==> config.mk <==
export PLATFORM = sky130hd
export DESIGN_NAME = delta_list_timer_queue_core_flat
export DESIGN_NICKNAME = d
export VERILOG_FILES = /design/src/hdl/dltq_pkg.sv /design/src/hdl/dltq_if.sv /design/src/hdl/delta_list_timer_queue_core.sv /design/src/hdl/dltq_entry_ram.sv /design/src/hdl/dltq_rsp_reg.sv /design/src/hdl/dltq_seq.sv /design/src/flat_wrapper.sv
export SDC_FILE = /design/constraint.sdc
export NUM_CORES = 2
export LEC_CHECK = 0
export CAP_MARGIN = 25
export CORE_AREA = 2 2 366 368
export CTS_BUF_LIST = sky130_fd_sc_hd__clkbuf_16
export DETAILED_ROUTE_END_ITERATION = 10
export DIE_AREA = 0 0 368 370
export DONT_BUFFER_PORTS = 1
export GPL_ROUTABILITY_DRIVEN = 0
export GPL_TIMING_DRIVEN = 1
export SLEW_MARGIN = 20
export SYNTH_ARGS = -nofsm -noshare
export SYNTH_HDL_FRONTEND = slang
export SYNTH_SLANG_ARGS = --single-unit
==> constraint.sdc <==
create_clock -name clock -period 11.92 [get_ports clock]
set_clock_uncertainty 0.15 [all_clocks]
set_input_delay 2.384 -clock clock [delete_from_list [all_inputs] [get_ports clock]]
set_output_delay 2.384 -clock clock [all_outputs]
set_load 0.02 [all_outputs]
==> src/hdl/dltq_pkg.sv <==
// Shared types and constants for the delta list timer queue.
// No dependencies; every other file imports this package.
package dltq_pkg;

   localparam int DELTA_W = 16;
   localparam int PORT_W  = 16;
   localparam int SEQ_W   = 32;
   localparam int OP_W    = 2;
   localparam int KIND_W  = 3;

   // Expiries reported by one tick at most.
   localparam int MAX_EXPIRE = 16;
   localparam int NPOP_W     = $clog2(MAX_EXPIRE + 1);

   localparam logic [OP_W-1:0] OP_ADD    = 2'd0;
   localparam logic [OP_W-1:0] OP_CANCEL = 2'd1;
   localparam logic [OP_W-1:0] OP_TICK   = 2'd2;

   localparam logic [KIND_W-1:0] KIND_ADDED     = 3'd0;
   localparam logic [KIND_W-1:0] KIND_REJECTED  = 3'd1;
   localparam logic [KIND_W-1:0] KIND_CANCELLED = 3'd2;
   localparam logic [KIND_W-1:0] KIND_NOT_FOUND = 3'd3;
   localparam logic [KIND_W-1:0] KIND_EXPIRED   = 3'd4;

   typedef struct packed {
      logic [DELTA_W-1:0] delta;
      logic [PORT_W-1:0]  port;
      logic [SEQ_W-1:0]   seq;
   } entry_type;

   typedef struct packed {
      logic [KIND_W-1:0] kind;
      logic [PORT_W-1:0] out_port;
      logic [SEQ_W-1:0]  out_seq;
      logic              last;
   } result_type;

endpackage

==> src/hdl/dltq_if.sv <==
// Valid/ready channel interfaces for request and response words.
// Depends on dltq_pkg for field widths.
interface dltq_req_if import dltq_pkg::*; ();
   logic               valid;
   logic               ready;
   logic [OP_W-1:0]    opcode;
   logic [DELTA_W-1:0] delay;
   logic [PORT_W-1:0]  port;
   logic [SEQ_W-1:0]   seq;

   modport source (output valid, output opcode, output delay, output port, output seq,
                   input ready);
   modport sink   (input valid, input opcode, input delay, input port, input seq,
                   output ready);
endinterface

interface dltq_rsp_if import dltq_pkg::*; ();
   logic              valid;
   logic              ready;
   logic [KIND_W-1:0] kind;
   logic [PORT_W-1:0] out_port;
   logic [SEQ_W-1:0]  out_seq;
   logic              last;

   modport source (output valid, output kind, output out_port, output out_seq, output last,
                   input ready);
   modport sink   (input valid, input kind, input out_port, input out_seq, input last,
                   output ready);
endinterface

==> src/hdl/delta_list_timer_queue_core.sv <==
// Delta list timer queue: top level tying sequencer, entry RAM and output register.
// Depends on dltq_pkg, dltq_if, dltq_entry_ram, dltq_rsp_reg and dltq_seq.
//
// Usage:
//  req_ch takes one command word per accepted handshake: add (delay, port, seq),
//  cancel (seq) or tick. rsp_ch returns result words; last marks the final word
//  of a command. Add and cancel give exactly one word, a tick gives zero to 16
//  expiry words, unused opcodes give none.
//  The list sits in a circular buffer in a single-port-write RAM, one entry per
//  slot. Commands are handled one at a time, each in these steps:
//   add    : walk to the insertion point an entry at a time, then shift the
//            tail up an entry at a time and write the new entry; no shift
//            when the entry lands at the tail.
//   cancel : walk to the match, then shift the tail down.
//   tick   : pop expired entries, none read on an empty list; pops just
//            advance the head pointer.
//  The RAM's single write port and registered read pace these steps. The result
//  word shows on rsp_ch in the cycle req_ch turns ready again.
//  Reset empties the list at once (count and head clear, no RAM sweep).
//  A result word waits in the output register while rsp_ch stalls; a new
//  command can still be accepted, and the sequencer holds when it needs the
//  register again.
module delta_list_timer_queue_core import dltq_pkg::*; #(
   parameter int DEPTH = 16
) (
   input  logic       clock,
   input  logic       reset,
   dltq_req_if.sink   req_ch,
   dltq_rsp_if.source rsp_ch
);

   localparam int AW = $clog2(DEPTH);
   localparam int CW = $clog2(DEPTH + 1);

   logic          ram_we;
   logic [AW-1:0] ram_waddr;
   entry_type     ram_wdata;
   logic          ram_re;
   logic [AW-1:0] ram_raddr;
   entry_type     ram_rdata;

   logic          rsp_load;
   logic          rsp_free;
   result_type    rsp_data;
   logic [CW-1:0] entry_count;

   dltq_seq #(.DEPTH(DEPTH)) u_seq (
      .clock     (clock),
      .reset     (reset),
      .req_ch    (req_ch),
      .out_free  (rsp_free),
      .rsp_load  (rsp_load),
      .rsp_data  (rsp_data),
      .ram_we    (ram_we),
      .ram_waddr (ram_waddr),
      .ram_wdata (ram_wdata),
      .ram_re    (ram_re),
      .ram_raddr (ram_raddr),
      .ram_rdata (ram_rdata),
      .count     (entry_count)
   );

   dltq_entry_ram #(.DEPTH(DEPTH)) u_ram (
      .clock (clock),
      .we    (ram_we),
      .waddr (ram_waddr),
      .wdata (ram_wdata),
      .re    (ram_re),
      .raddr (ram_raddr),
      .rdata (ram_rdata)
   );

   dltq_rsp_reg u_rsp (
      .clock  (clock),
      .reset  (reset),
      .load   (rsp_load),
      .data   (rsp_data),
      .free   (rsp_free),
      .rsp_ch (rsp_ch)
   );

   // shifts and walks never read the slot being written in the same cycle
   a_ram_no_collide: assert property (@(posedge clock) disable iff (reset)
      (ram_we && ram_re) |-> (ram_waddr != ram_raddr))
      else $error("entry RAM read and write hit the same slot");

   a_count_bound: assert property (@(posedge clock) disable iff (reset)
      entry_count <= CW'(DEPTH))
      else $error("entry count beyond table depth");

   // a result is never loaded over a word the receiver has not taken
   a_no_overwrite: assert property (@(posedge clock) disable iff (reset)
      rsp_load |-> rsp_free)
      else $error("result word overwritten while stalled");

   a_count_step: assert property (@(posedge clock) disable iff (reset)
      (entry_count != $past(entry_count)) |->
         ((entry_count == $past(entry_count) + CW'(1)) ||
          (entry_count == $past(entry_count) - CW'(1)) || $past(reset)))
      else $error("entry count moved by more than one");

endmodule

==> src/hdl/dltq_entry_ram.sv <==
// Entry storage: one write port, one read port, registered read data.
// Depends on dltq_pkg (entry_type).
module dltq_entry_ram import dltq_pkg::*; #(
   parameter int DEPTH = 16
) (
   input  logic                     clock,
   input  logic                     we,
   input  logic [$clog2(DEPTH)-1:0] waddr,
   input  entry_type                wdata,
   input  logic                     re,
   input  logic [$clog2(DEPTH)-1:0] raddr,
   output entry_type                rdata
);

   entry_type entry_mem [DEPTH];
   entry_type rdata_ff;

   // read data holds when no read is issued; the sequencer relies on that while stalled
   always_ff @(posedge clock) begin
      if (we) begin
         entry_mem[waddr] <= wdata;
      end
      if (re) begin
         rdata_ff <= entry_mem[raddr];
      end
   end

   assign rdata = rdata_ff;

endmodule

==> src/hdl/dltq_rsp_reg.sv <==
// Output register for response words; frees the sequencer from the receiver.
// Depends on dltq_pkg (result_type) and dltq_rsp_if.
module dltq_rsp_reg import dltq_pkg::*; (
   input  logic       clock,
   input  logic       reset,
   input  logic       load,
   input  result_type data,
   output logic       free,
   dltq_rsp_if.source rsp_ch
);

   logic       valid_ff, valid_in;
   result_type data_ff;

   assign free     = !valid_ff || rsp_ch.ready;
   assign valid_in = load || (valid_ff && !rsp_ch.ready);

   always_ff @(posedge clock) begin
      if (reset) begin
         valid_ff <= 1'b0;
      end else begin
         valid_ff <= valid_in;
      end
   end

   always_ff @(posedge clock) begin
      if (load) begin
         data_ff <= data;
      end
   end

   assign rsp_ch.valid    = valid_ff;
   assign rsp_ch.kind     = data_ff.kind;
   assign rsp_ch.out_port = data_ff.out_port;
   assign rsp_ch.out_seq  = data_ff.out_seq;
   assign rsp_ch.last     = data_ff.last;

endmodule

==> src/hdl/dltq_seq.sv <==
// Sequencer: walks, shifts and pops the delta list held in the entry RAM.
// Depends on dltq_pkg and dltq_req_if.
module dltq_seq import dltq_pkg::*; #(
   parameter int DEPTH = 16
) (
   input  logic                       clock,
   input  logic                       reset,
   dltq_req_if.sink                   req_ch,
   input  logic                       out_free,
   output logic                       rsp_load,
   output result_type                 rsp_data,
   output logic                       ram_we,
   output logic [$clog2(DEPTH)-1:0]   ram_waddr,
   output entry_type                  ram_wdata,
   output logic                       ram_re,
   output logic [$clog2(DEPTH)-1:0]   ram_raddr,
   input  entry_type                  ram_rdata,
   output logic [$clog2(DEPTH+1)-1:0] count
);

   localparam int AW    = $clog2(DEPTH);
   localparam int CW    = $clog2(DEPTH + 1);
   localparam int PW    = AW + 1;
   localparam int SUM_W = DELTA_W + AW + 1;
   localparam logic [PW-1:0] PHYS_LIM = PW'(DEPTH);

   typedef enum logic [9:0] {
      ST_IDLE       = 10'b00_0000_0001,
      ST_ADD_WALK   = 10'b00_0000_0010,
      ST_ADD_PREP   = 10'b00_0000_0100,
      ST_ADD_SHIFT  = 10'b00_0000_1000,
      ST_ADD_INS    = 10'b00_0001_0000,
      ST_CAN_WALK   = 10'b00_0010_0000,
      ST_CAN_SHIFT  = 10'b00_0100_0000,
      ST_TICK_CHK   = 10'b00_1000_0000,
      ST_TICK_FLUSH = 10'b01_0000_0000,
      ST_RESP       = 10'b10_0000_0000
   } state_type;

   // circular buffer: logical entry ofs lives at head + ofs, wrapped
   function automatic logic [AW-1:0] phys(input logic [AW-1:0] base,
                                          input logic [CW-1:0] ofs);
      logic [PW-1:0] s;
      s = {1'b0, base} + PW'(ofs);
      if (s >= PHYS_LIM) begin
         s = s - PHYS_LIM;
      end
      return s[AW-1:0];
   endfunction

   state_type          state_ff, state_in;
   logic [CW-1:0]      count_ff, count_in;
   logic [AW-1:0]      head_ff, head_in;
   logic [CW-1:0]      idx_ff, idx_in;
   logic [CW-1:0]      pos_ff, pos_in;
   logic [SUM_W-1:0]   sum_ff, sum_in;
   logic [DELTA_W-1:0] nd_ff, nd_in;
   logic [DELTA_W-1:0] carry_ff, carry_in;
   logic [DELTA_W-1:0] delay_ff, delay_in;
   logic [PORT_W-1:0]  port_ff, port_in;
   logic [SEQ_W-1:0]   seq_ff, seq_in;
   logic [NPOP_W-1:0]  npop_ff, npop_in;
   logic               pend_ff, pend_in;
   logic [KIND_W-1:0]  res_kind_ff, res_kind_in;
   logic [PORT_W-1:0]  res_port_ff, res_port_in;
   logic [SEQ_W-1:0]   res_seq_ff, res_seq_in;

   logic               accept;
   logic [SUM_W-1:0]   sum_next;
   logic               hit;
   logic [DELTA_W-1:0] nd_hit;
   logic [DELTA_W-1:0] d_tick;
   logic               pop;
   logic               more_next;

   assign req_ch.ready = (state_ff == ST_IDLE);
   assign accept       = req_ch.valid && req_ch.ready;
   assign count        = count_ff;

   assign sum_next  = sum_ff + SUM_W'(ram_rdata.delta);
   // the head takes equal delays in front of it; later entries let ties pass
   assign hit       = (idx_ff == '0) ? (ram_rdata.delta >= delay_ff)
                                     : (sum_next > SUM_W'(delay_ff));
   assign nd_hit    = delay_ff - sum_ff[DELTA_W-1:0];
   assign more_next = (idx_ff + CW'(1)) < count_ff;
   assign d_tick    = (npop_ff != '0) ? ram_rdata.delta :
                      (ram_rdata.delta == '0) ? '0 : ram_rdata.delta - DELTA_W'(1);
   assign pop       = (d_tick == '0);

   always_comb begin
      state_in    = state_ff;
      count_in    = count_ff;
      head_in     = head_ff;
      idx_in      = idx_ff;
      pos_in      = pos_ff;
      sum_in      = sum_ff;
      nd_in       = nd_ff;
      carry_in    = carry_ff;
      delay_in    = delay_ff;
      port_in     = port_ff;
      seq_in      = seq_ff;
      npop_in     = npop_ff;
      pend_in     = pend_ff;
      res_kind_in = res_kind_ff;
      res_port_in = res_port_ff;
      res_seq_in  = res_seq_ff;
      ram_we      = 1'b0;
      ram_waddr   = '0;
      ram_wdata   = ram_rdata;
      ram_re      = 1'b0;
      ram_raddr   = '0;
      rsp_load    = 1'b0;
      rsp_data    = '{kind: res_kind_ff, out_port: res_port_ff, out_seq: res_seq_ff,
                      last: 1'b1};

      unique case (state_ff)
         ST_IDLE: begin
            if (accept) begin
               delay_in = req_ch.delay;
               port_in  = req_ch.port;
               seq_in   = req_ch.seq;
               idx_in   = '0;
               sum_in   = '0;
               npop_in  = '0;
               pend_in  = 1'b0;
               unique case (req_ch.opcode)
                  OP_ADD: begin
                     if (count_ff == CW'(DEPTH)) begin
                        res_kind_in = KIND_REJECTED;
                        res_port_in = req_ch.port;
                        res_seq_in  = req_ch.seq;
                        state_in    = ST_RESP;
                     end else if (count_ff == '0) begin
                        pos_in   = '0;
                        nd_in    = req_ch.delay;
                        state_in = ST_ADD_INS;
                     end else begin
                        ram_re    = 1'b1;
                        ram_raddr = head_ff;
                        state_in  = ST_ADD_WALK;
                     end
                  end
                  OP_CANCEL: begin
                     if (count_ff == '0) begin
                        res_kind_in = KIND_NOT_FOUND;
                        res_port_in = '0;
                        res_seq_in  = req_ch.seq;
                        state_in    = ST_RESP;
                     end else begin
                        ram_re    = 1'b1;
                        ram_raddr = head_ff;
                        state_in  = ST_CAN_WALK;
                     end
                  end
                  OP_TICK: begin
                     if (count_ff != '0) begin
                        ram_re    = 1'b1;
                        ram_raddr = head_ff;
                        state_in  = ST_TICK_CHK;
                     end
                  end
                  default: begin
                  end
               endcase
            end
         end

         ST_ADD_WALK: begin
            if (hit) begin
               // entry idx moves behind the new one and gives up nd of its delta
               ram_we    = 1'b1;
               ram_waddr = phys(head_ff, idx_ff);
               ram_wdata = '{delta: ram_rdata.delta - nd_hit, port: ram_rdata.port,
                             seq: ram_rdata.seq};
               pos_in    = idx_ff;
               nd_in     = nd_hit;
               idx_in    = count_ff;
               state_in  = ST_ADD_PREP;
            end else if (more_next) begin
               ram_re    = 1'b1;
               ram_raddr = phys(head_ff, idx_ff + CW'(1));
               idx_in    = idx_ff + CW'(1);
               sum_in    = sum_next;
            end else begin
               nd_in    = delay_ff - sum_next[DELTA_W-1:0];
               pos_in   = count_ff;
               state_in = ST_ADD_INS;
            end
         end

         ST_ADD_PREP: begin
            ram_re    = 1'b1;
            ram_raddr = phys(head_ff, idx_ff - CW'(1));
            state_in  = ST_ADD_SHIFT;
         end

         ST_ADD_SHIFT: begin
            // move entry idx-1 up to idx, tail first
            ram_we    = 1'b1;
            ram_waddr = phys(head_ff, idx_ff);
            ram_wdata = ram_rdata;
            if ((idx_ff - CW'(1)) == pos_ff) begin
               state_in = ST_ADD_INS;
            end else begin
               ram_re    = 1'b1;
               ram_raddr = phys(head_ff, idx_ff - CW'(2));
               idx_in    = idx_ff - CW'(1);
            end
         end

         ST_ADD_INS: begin
            ram_we      = 1'b1;
            ram_waddr   = phys(head_ff, pos_ff);
            ram_wdata   = '{delta: nd_ff, port: port_ff, seq: seq_ff};
            count_in    = count_ff + CW'(1);
            res_kind_in = KIND_ADDED;
            res_port_in = port_ff;
            res_seq_in  = seq_ff;
            state_in    = ST_RESP;
         end

         ST_CAN_WALK: begin
            if (ram_rdata.seq == seq_ff) begin
               res_kind_in = KIND_CANCELLED;
               res_port_in = ram_rdata.port;
               res_seq_in  = ram_rdata.seq;
               carry_in    = ram_rdata.delta;
               if (more_next) begin
                  ram_re    = 1'b1;
                  ram_raddr = phys(head_ff, idx_ff + CW'(1));
                  state_in  = ST_CAN_SHIFT;
               end else begin
                  count_in = count_ff - CW'(1);
                  state_in = ST_RESP;
               end
            end else if (more_next) begin
               ram_re    = 1'b1;
               ram_raddr = phys(head_ff, idx_ff + CW'(1));
               idx_in    = idx_ff + CW'(1);
            end else begin
               res_kind_in = KIND_NOT_FOUND;
               res_port_in = '0;
               res_seq_in  = seq_ff;
               state_in    = ST_RESP;
            end
         end

         ST_CAN_SHIFT: begin
            // move entry idx+1 down to idx; the first one inherits the removed delta
            ram_we    = 1'b1;
            ram_waddr = phys(head_ff, idx_ff);
            ram_wdata = '{delta: ram_rdata.delta + carry_ff, port: ram_rdata.port,
                          seq: ram_rdata.seq};
            carry_in  = '0;
            if ((idx_ff + CW'(2)) < count_ff) begin
               ram_re    = 1'b1;
               ram_raddr = phys(head_ff, idx_ff + CW'(2));
               idx_in    = idx_ff + CW'(1);
            end else begin
               count_in = count_ff - CW'(1);
               state_in = ST_RESP;
            end
         end

         ST_TICK_CHK: begin
            // a held expiry waits here until the output register can take it
            if (!(pend_ff && !out_free)) begin
               if (npop_ff == '0) begin
                  ram_we    = 1'b1;
                  ram_waddr = head_ff;
                  ram_wdata = '{delta: d_tick, port: ram_rdata.port, seq: ram_rdata.seq};
               end
               if (pend_ff) begin
                  rsp_load = 1'b1;
                  rsp_data = '{kind: KIND_EXPIRED, out_port: res_port_ff,
                               out_seq: res_seq_ff, last: !pop};
               end
               if (pop) begin
                  pend_in     = 1'b1;
                  res_port_in = ram_rdata.port;
                  res_seq_in  = ram_rdata.seq;
                  head_in     = phys(head_ff, CW'(1));
                  count_in    = count_ff - CW'(1);
                  npop_in     = npop_ff + NPOP_W'(1);
                  if ((count_ff > CW'(1)) &&
                      ((npop_ff + NPOP_W'(1)) < NPOP_W'(MAX_EXPIRE))) begin
                     ram_re    = 1'b1;
                     ram_raddr = phys(head_ff, CW'(1));
                  end else begin
                     state_in = ST_TICK_FLUSH;
                  end
               end else begin
                  pend_in  = 1'b0;
                  state_in = ST_IDLE;
               end
            end
         end

         ST_TICK_FLUSH: begin
            if (out_free) begin
               rsp_load = 1'b1;
               rsp_data = '{kind: KIND_EXPIRED, out_port: res_port_ff, out_seq: res_seq_ff,
                            last: 1'b1};
               pend_in  = 1'b0;
               state_in = ST_IDLE;
            end
         end

         ST_RESP: begin
            if (out_free) begin
               rsp_load = 1'b1;
               state_in = ST_IDLE;
            end
         end

         default: begin
            state_in = ST_IDLE;
         end
      endcase
   end

   always_ff @(posedge clock) begin
      if (reset) begin
         state_ff <= ST_IDLE;
         count_ff <= '0;
         head_ff  <= '0;
         pend_ff  <= 1'b0;
      end else begin
         state_ff <= state_in;
         count_ff <= count_in;
         head_ff  <= head_in;
         pend_ff  <= pend_in;
      end
   end

   always_ff @(posedge clock) begin
      idx_ff      <= idx_in;
      pos_ff      <= pos_in;
      sum_ff      <= sum_in;
      nd_ff       <= nd_in;
      carry_ff    <= carry_in;
      delay_ff    <= delay_in;
      port_ff     <= port_in;
      seq_ff      <= seq_in;
      npop_ff     <= npop_in;
      res_kind_ff <= res_kind_in;
      res_port_ff <= res_port_in;
      res_seq_ff  <= res_seq_in;
   end

endmodule

==> src/flat_wrapper.sv <==
// flat-port wrapper written by rule: the top's interface ports become plain ports
module delta_list_timer_queue_core_flat import dltq_pkg::*;
#(
   parameter int DEPTH = 16
)
  (clock, reset, req_ch_valid, req_ch_opcode, req_ch_delay, req_ch_port, req_ch_seq, req_ch_ready, rsp_ch_valid, rsp_ch_kind, rsp_ch_out_port, rsp_ch_out_seq, rsp_ch_last, rsp_ch_ready);
  dltq_req_if req_ch_i ();
  dltq_rsp_if rsp_ch_i ();
  input  logic clock;
  input  logic reset;
  input wire logic [$bits(req_ch_i.valid)-1:0] req_ch_valid;
  input wire logic [$bits(req_ch_i.opcode)-1:0] req_ch_opcode;
  input wire logic [$bits(req_ch_i.delay)-1:0] req_ch_delay;
  input wire logic [$bits(req_ch_i.port)-1:0] req_ch_port;
  input wire logic [$bits(req_ch_i.seq)-1:0] req_ch_seq;
  output wire logic [$bits(req_ch_i.ready)-1:0] req_ch_ready;
  output wire logic [$bits(rsp_ch_i.valid)-1:0] rsp_ch_valid;
  output wire logic [$bits(rsp_ch_i.kind)-1:0] rsp_ch_kind;
  output wire logic [$bits(rsp_ch_i.out_port)-1:0] rsp_ch_out_port;
  output wire logic [$bits(rsp_ch_i.out_seq)-1:0] rsp_ch_out_seq;
  output wire logic [$bits(rsp_ch_i.last)-1:0] rsp_ch_last;
  input wire logic [$bits(rsp_ch_i.ready)-1:0] rsp_ch_ready;
  assign req_ch_i.valid = req_ch_valid;
  assign req_ch_i.opcode = req_ch_opcode;
  assign req_ch_i.delay = req_ch_delay;
  assign req_ch_i.port = req_ch_port;
  assign req_ch_i.seq = req_ch_seq;
  assign req_ch_ready = req_ch_i.ready;
  assign rsp_ch_valid = rsp_ch_i.valid;
  assign rsp_ch_kind = rsp_ch_i.kind;
  assign rsp_ch_out_port = rsp_ch_i.out_port;
  assign rsp_ch_out_seq = rsp_ch_i.out_seq;
  assign rsp_ch_last = rsp_ch_i.last;
  assign rsp_ch_i.ready = rsp_ch_ready;
  delta_list_timer_queue_core #(.DEPTH(DEPTH)) u_core (.clock(clock), .reset(reset), .req_ch(req_ch_i), .rsp_ch(rsp_ch_i));
endmodule
### Word level (Yosys, flattened, before mapping)

Memory sizes are Yosys's and may differ from the RTL's. A register that Yosys moved wholly into a read port is not among the register bits.
Index checks and enable logic that the tools add are counted.

| cells by class | value |
|---|---|
| mux-type cells | 142 |
| reductions and logical operators | 41 |
| bitwise logic cells | 1 |
| magnitude comparators | 13 |
| add/subtract/negate cells | 27 |
| equal/unequal tests | 40 |

Operator list:

| operator | count |
|---|---|
| $mux W16 | 16 |
| $pmux W64 S4 | 1 |
| $mux W32 | 7 |
| $mux W64 | 3 |
| $mux W52 | 3 |
| $mux W10 | 15 |
| $pmux W32 S4 | 1 |
| $pmux W52 S2 | 1 |
| $mux W5 | 20 |
| $pmux W16 S2 | 3 |
| $pmux W10 S9 | 1 |
| $mux W4 | 21 |
| $pmux W16 S4 | 1 |
| $pmux W32 S2 | 1 |
| $mux W21 | 3 |
| $sub A16 B16 Y16 | 3 |
| $pmux W21 S2 | 1 |
| $ge A5 B5 Y1 const B | 7 |
| $eq A32 B32 Y1 | 1 |
| $logic_not A16 Y1 | 2 |
| $add A4 B5 Y5 | 6 |
| $pmux W10 S3 | 1 |
| $pmux W4 S7 | 1 |
| $sub A4 B1 Y4 const B | 7 |
| other kinds (63) | 138 |

| word-level totals | value |
|---|---|
| RAM bits | 1024 |
| register bits | 256 |
| logic and storage cells | 286 |
| output and inout port bits | 54 |
| memories | 1 |
| input bits | 70 |

Memory list:

| memory | depth | bits a word | read ports | clocked after Yosys merged registers in | wr ports | RTL line | source |
|---|---|---|---|---|---|---|---|
| u_core.u_ram.entry_mem | 16 | 64 | 1 | 1 | 1 | dltq_entry_ram.sv:15 | `entry_type entry_mem [DEPTH];` |

### Longest topological paths before layout

| logic depth | value |
|---|---|
| depth in word-level cells | 8 |
| depth in mapped cells | 27 |
| mapped depth without buffers | 25 |

### Cells and area by module

A second synthesis with hierarchy kept.

| unflattened totals | value |
|---|---|
| cells, all modules | 3563 |
| area, all modules | 58313.4 sq um |

Modules (own cells, without submodules):

| module | area an instance (sq um) | instances | cells an instance | sequential area each (sq um) |
|---|---|---|---|---|
| dltq_entry_ram | 40222.3 | 1 | 1647 | 32671.3 |
| dltq_seq | 16483.3 | 1 | 1860 | 5865.6 |
| dltq_rsp_reg | 1607.8 | 1 | 56 | 1581.5 |

### Worst setup path after synthesis

Ideal clock, no wire load.

| timing | value |
|---|---|
| path kind | register to register |
| start | reg, netlist name u_core.u_ram.rdata[48] |
| end | mem u_core.u_ram.entry_mem[9][0] (netlist name), enable pin |
| arrival time | 8.040 ns |
| cell stages (with the launch flop) | 25 |
| period minus slack after synthesis | 8.677 ns |
| buffers on the path | 1 |
| required time | 11.283 ns |
| slack | 3.243 ns |
| setup time | 0.487 ns |
| cell sequence | edfxtp_1 > ha_1 > fa_1 > a211oi_1 > or4_1 > o211ai_1 > o22a_1 > a21o_1 > a21oi_1 > xor2_1 > inv_1 > ha_1 > a2111oi_0 > o211ai_1 > a211oi_1 > o21ai_1 > o31ai_1 > o21ai_0 > o21a_1 > buf_4 > a21boi_0 > nor2_1 > a221oi_1 > o311ai_0 > nor2_1 |

| on the way | value |
|---|---|
| word-level cells in the longest chain between the ends | 7 |
| elaborated cells on any way between the ends | 10 |
| those cells by class | add/sub (1); order compare (2); mux (7) |

Ends and longest elaborated chain:

| element | RTL line | source |
|---|---|---|
| $add A21 B16 Y21 (*) | dltq_seq.sv:80 | `assign sum_next = sum_ff + SUM_W'(ram_rdata.delta);` |
| net u_core.u_seq.sum_next[14] | dltq_seq.sv:69 | `logic [SUM_W-1:0] sum_next;` |
| $gt A21 B16 Y1 (*) | dltq_seq.sv:83 | `: (sum_next > SUM_W'(delay_ff));` |
| $mux W1 (*) | dltq_seq.sv:82 | `assign hit = (idx_ff == '0) ? (ram_rdata.delta >= delay_ff)` |
| $mux W1 | dltq_seq.sv:169 | `if (hit) begin` |
| $pmux W1 S3 | dltq_seq.sv:116 | `unique case (state_ff)` |
| $mux W1 | dltq_entry_ram.sv:20 | `if (we) begin` |
| $mux W1 (implied by the code) | dltq_entry_ram.sv:21 | `entry_mem[waddr] <= wdata;` |
| to (decl) | dltq_entry_ram.sv:15 |  |

Mark *: on every way through the listed nets, which the timed path passes. The rest lies on a longest branch.

### Worst setup path in the final report

| timing | value |
|---|---|
| start | reg, netlist name u_core.u_ram.rdata[48] |
| end | mem u_core.u_ram.entry_mem[8][38] (netlist name), enable pin |

| on the way | value |
|---|---|
| word-level cells in the longest chain between the ends | 7 |
| elaborated cells on any way between the ends | 10 |
| those cells by class | add/sub (1); order compare (2); mux (7) |

Ends and longest elaborated chain:

| element | RTL line |
|---|---|
| $add A21 B16 Y21 (*) | dltq_seq.sv:80 |
| net u_core.u_seq.sum_next[14] | dltq_seq.sv:69 |
| $gt A21 B16 Y1 (*) | dltq_seq.sv:83 |
| $mux W1 (*) | dltq_seq.sv:82 |
| $mux W1 | dltq_seq.sv:169 |
| $pmux W1 S3 | dltq_seq.sv:116 |
| $mux W1 | dltq_entry_ram.sv:20 |
| $mux W1 (implied by the code) | dltq_entry_ram.sv:21 |

Marks and branches as above.

==> impl_metrics.json <==
{
  "slew_headroom_pct": 14.5,
  "port-buffer-count": 0,
  "cts-root-buf": "clkbuf_16",
  "synth.largest_area_cell": "edfxtp_1",
  "synth_area_leaders": "edfxtp_1 (67%), nand2_1 (8.3%), nand3_1 (4.4%)",
  "final_area_um2": 66200,
  "max-cap-violations": 0,
  "use_met1_pct": 33.8,
  "fin_crit_ns": 8.79,
  "drt_wl_total_um": 167000,
  "track_usage_pct": 24.2,
  "core.rowCount": 134,
  "dr.pass1.iters": 8,
  "met3_usage_pct": 4.02,
  "cp-endpoint": "u_core.u_ram.entry_mem[8][38]",
  "yosysSeqAreaShare_pct": 67.8,
  "cts_tree": "yes",
  "worstPathRequired_ns": 12.16,
  "core_um2": 132000,
  "power_density_nw_per_um2": 191,
  "timing.final.ws_setup_ns": 3.13,
  "route.detailed.drc": 0,
  "area_growth_pct": 11.8,
  "synth_flop_cell": "edfxtp_1",
  "cp_max_fo": 39,
  "post_dp_cell_area_um2": 61300,
  "final_util_pct": 50.0,
  "max_freq_mhz": 114,
  "ctsHoldBuffers": 0,
  "async_reset_ff_share_pct": 0,
  "finalCritPeriodShare_pct": 73.8,
  "die_h_um": 370,
  "p_leak_nw": 23.7,
  "yosys_warnings": 0,
  "hold_ws_ns": 0.263,
  "antenna_found_initial": 3,
  "n_antenna_cell": 0,
  "arrival_ns": 9.03,
  "slew_viol_final": 0,
  "setup_viol": 0,
  "rrSetupSlack_ns": 3.13,
  "clk_latency_ns": 0.78,
  "postCtsResizedCells": 0,
  "wl_per_cell_um": 24.5,
  "vias_per_cell": 5.77,
  "clk_pin_slew_ns": 0.06,
  "busiest_layer": "met2",
  "ioPinCount": 124,
  "reg2reg_to": "u_core.u_ram.entry_mem[8][38]",
  "reg2reg_from": "u_core.u_ram.rdata[48]",
  "crit_path_start_kind": "register",
  "tightest_slew_ns": 1.28,
  "synthCells": 4946,
  "drt_iter0_markers": 4567,
  "grt_pass1_vias": 37593,
  "syn-mean-instance-area_um2": 12.0,
  "layout.nets": 5158,
  "gr-total-overflow": 0,
  "hp-class": "register to register",
  "drt.antenna.violating_nets": 0,
  "cts_sinks": 1343,
  "grt_max_degree": 203,
  "grt_first_pass_wirelength_um": 247000,
  "post_cts_buffers": 0,
  "synth_top_area_share_pct": 67.1,
  "cp-end-kind": "register",
  "netlist_area_um2": 59200,
  "critPathKind": "register to register",
  "crit_path_start": "u_core.u_ram.rdata[48]",
  "status": "finished, final reports clean",
  "cts_buffer_depth": 3,
  "hold_violations": 0,
  "start_util_pct": 44.7,
  "cts_max_level": 4,
  "synth-edff-count": 1322,
  "synth_seq_cells": 1343,
  "place_ws_ns": 3.12,
  "rsz0062_at_grt": "false",
  "final.setup.tns_ns": 0,
  "drive_above_1_share_pct": 7.04,
  "r2r_cells": 24,
  "synthDistinctLibCells": 78,
  "met2_usage_pct": 38.9,
  "die_w_um": 368,
  "ir_worst_vdd_mv": 0.105,
  "dieArea_um2": 136000,
  "syn_nets": 5175,
  "hpwlAfterDp_um": 96800,
  "vias": 39293,
  "cts_buffers": 145
}
## per-layer routing
metal | routed length [um] | up-vias
met3 | 12500 | 239
met5 | 0 | -
met4 | 4350 | 0
met1 | 71200 | 19521
met2 | 78600 | 1627
li1 | - | 17906
## cells by family after synthesis
family,Yosys count,synth area share (%)
AO/OA/AOI/OAI,580,6.93
AND/OR/NAND/NOR,2344,16.8
buffers and inverters,351,2.42
XOR/XNOR,152,2.25
multiplexers,17,0.292
flip-flops,1343,67.8
adder cells (fa/ha/maj),159,3.50
## cell usage in the layout, fill, tap and decap left out, drive strengths merged, types with 29 or more instances in the layout
cell type	instances
a21oi	110
ha	148
nor2	326
a32oi	29
clkbuf	150
o2111ai	58
nor3	37
nand3	519
a31oi	71
and2	31
nand2	1311
edfxtp	1322
o21ai	63
buf	84
xor2	79
clkinv	64
xnor2	73
a22oi	50
a21o	52
inv	135
## state kept, by name (all words and copies together), names as in the netlist, 21 cells and up
register / cells
u_core.u_ram.entry_mem: 1024
u_core.u_ram.rdata: 64
u_core.u_rsp.rsp_ch.out_seq: 32
u_core.u_seq.res_seq_ff: 32
u_core.u_seq.seq_ff: 32
u_core.u_seq.sum_ff: 21
## cell usage after synthesis, drive strengths merged (21+ instances only)
| cell | n |
|---|---|
| edfxtp | 1322 |
| nand2 | 1311 |
| nand3 | 519 |
| nor2 | 326 |
| clkbuf | 154 |
| ha | 148 |
| a21oi | 110 |
| inv | 102 |
| buf | 95 |
| xor2 | 79 |
| xnor2 | 73 |
| a31oi | 71 |
| o21ai | 63 |
| o2111ai | 58 |
| a21o | 52 |
| a22oi | 50 |
| nor3 | 37 |
| and2 | 31 |
| a32oi | 29 |
| nand4 | 23 |
| dfxtp | 21 |
## critical path, cell delays in order, from the launching register on
cell	delay (ns)
edfxtp_1	0.54
ha_1	0.29
fa_1	0.43
a211oi_1	0.31
or4_1	0.16
o211ai_1	0.13
o22a_1	0.28
a21o_1	0.20
a21oi_1	0.18
xor2_1	0.29
inv_1	0.08
ha_1	0.35
a2111oi_0	0.45
o211ai_1	0.16
a211oi_1	0.27
o21ai_1	0.11
o31ai_1	0.21
o21ai_0	0.15
o21a_1	0.45
a21boi_0	0.62
nor2_1	0.08
a211oi_1	0.43
nand2_1	0.35
nor2_4	0.90
buf_4	0.73
## area by class of cell
class / instances / area [um^2]
fill: 11456 / 66300
sequential: 1343 / 40100
multi-input combinational: 3252 / 17900
inverter: 102 / 385
tap: 1768 / 2210
clock inverter: 115 / 1040
clock buffer: 149 / 3730
timing repair buffer: 85 / 746
## stage by stage
stage	instances	power (mW)
2_1_floorplan	4946	7.45
3_3_place_gp	6542	8.20
3_5_place_dp	6547	8.22
4_1_cts	6811	12.7
5_1_grt	6814	13.2
6_report	6814	12.7
## worst min-delay path by stage
| stage | start | end | slack, ns | cells after the start |
|---|---|---|---|---|
| 2_1_floorplan | u_core.u_seq.res_port_ff[0] | u_core.u_rsp.rsp_ch.out_port[0] | 0.25 | 0 |
| 3_3_place_gp | u_core.u_seq.res_seq_ff[18] | u_core.u_rsp.rsp_ch.out_seq[18] | 0.25 | 0 |
| 3_5_place_dp | u_core.u_seq.res_seq_ff[3] | u_core.u_rsp.rsp_ch.out_seq[3] | 0.25 | 0 |
| 4_1_cts | u_core.u_seq.res_port_ff[8] | u_core.u_rsp.rsp_ch.out_port[8] | 0.26 | 0 |
| 5_1_grt | u_core.u_seq.res_port_ff[7] | u_core.u_rsp.rsp_ch.out_port[7] | 0.27 | 0 |
| 6_report | u_core.u_seq.res_port_ff[8] | u_core.u_rsp.rsp_ch.out_port[8] | 0.26 | 0 |
## power breakdown
part           total [mW]  internal (mW)  switching [mW]
clock                4.49           2.57            1.92
combinational        2.60          0.941            1.66
sequential           5.57           5.43           0.137
total                12.7           8.94            3.71
Note: power is estimated with default switching activity, not from simulation.
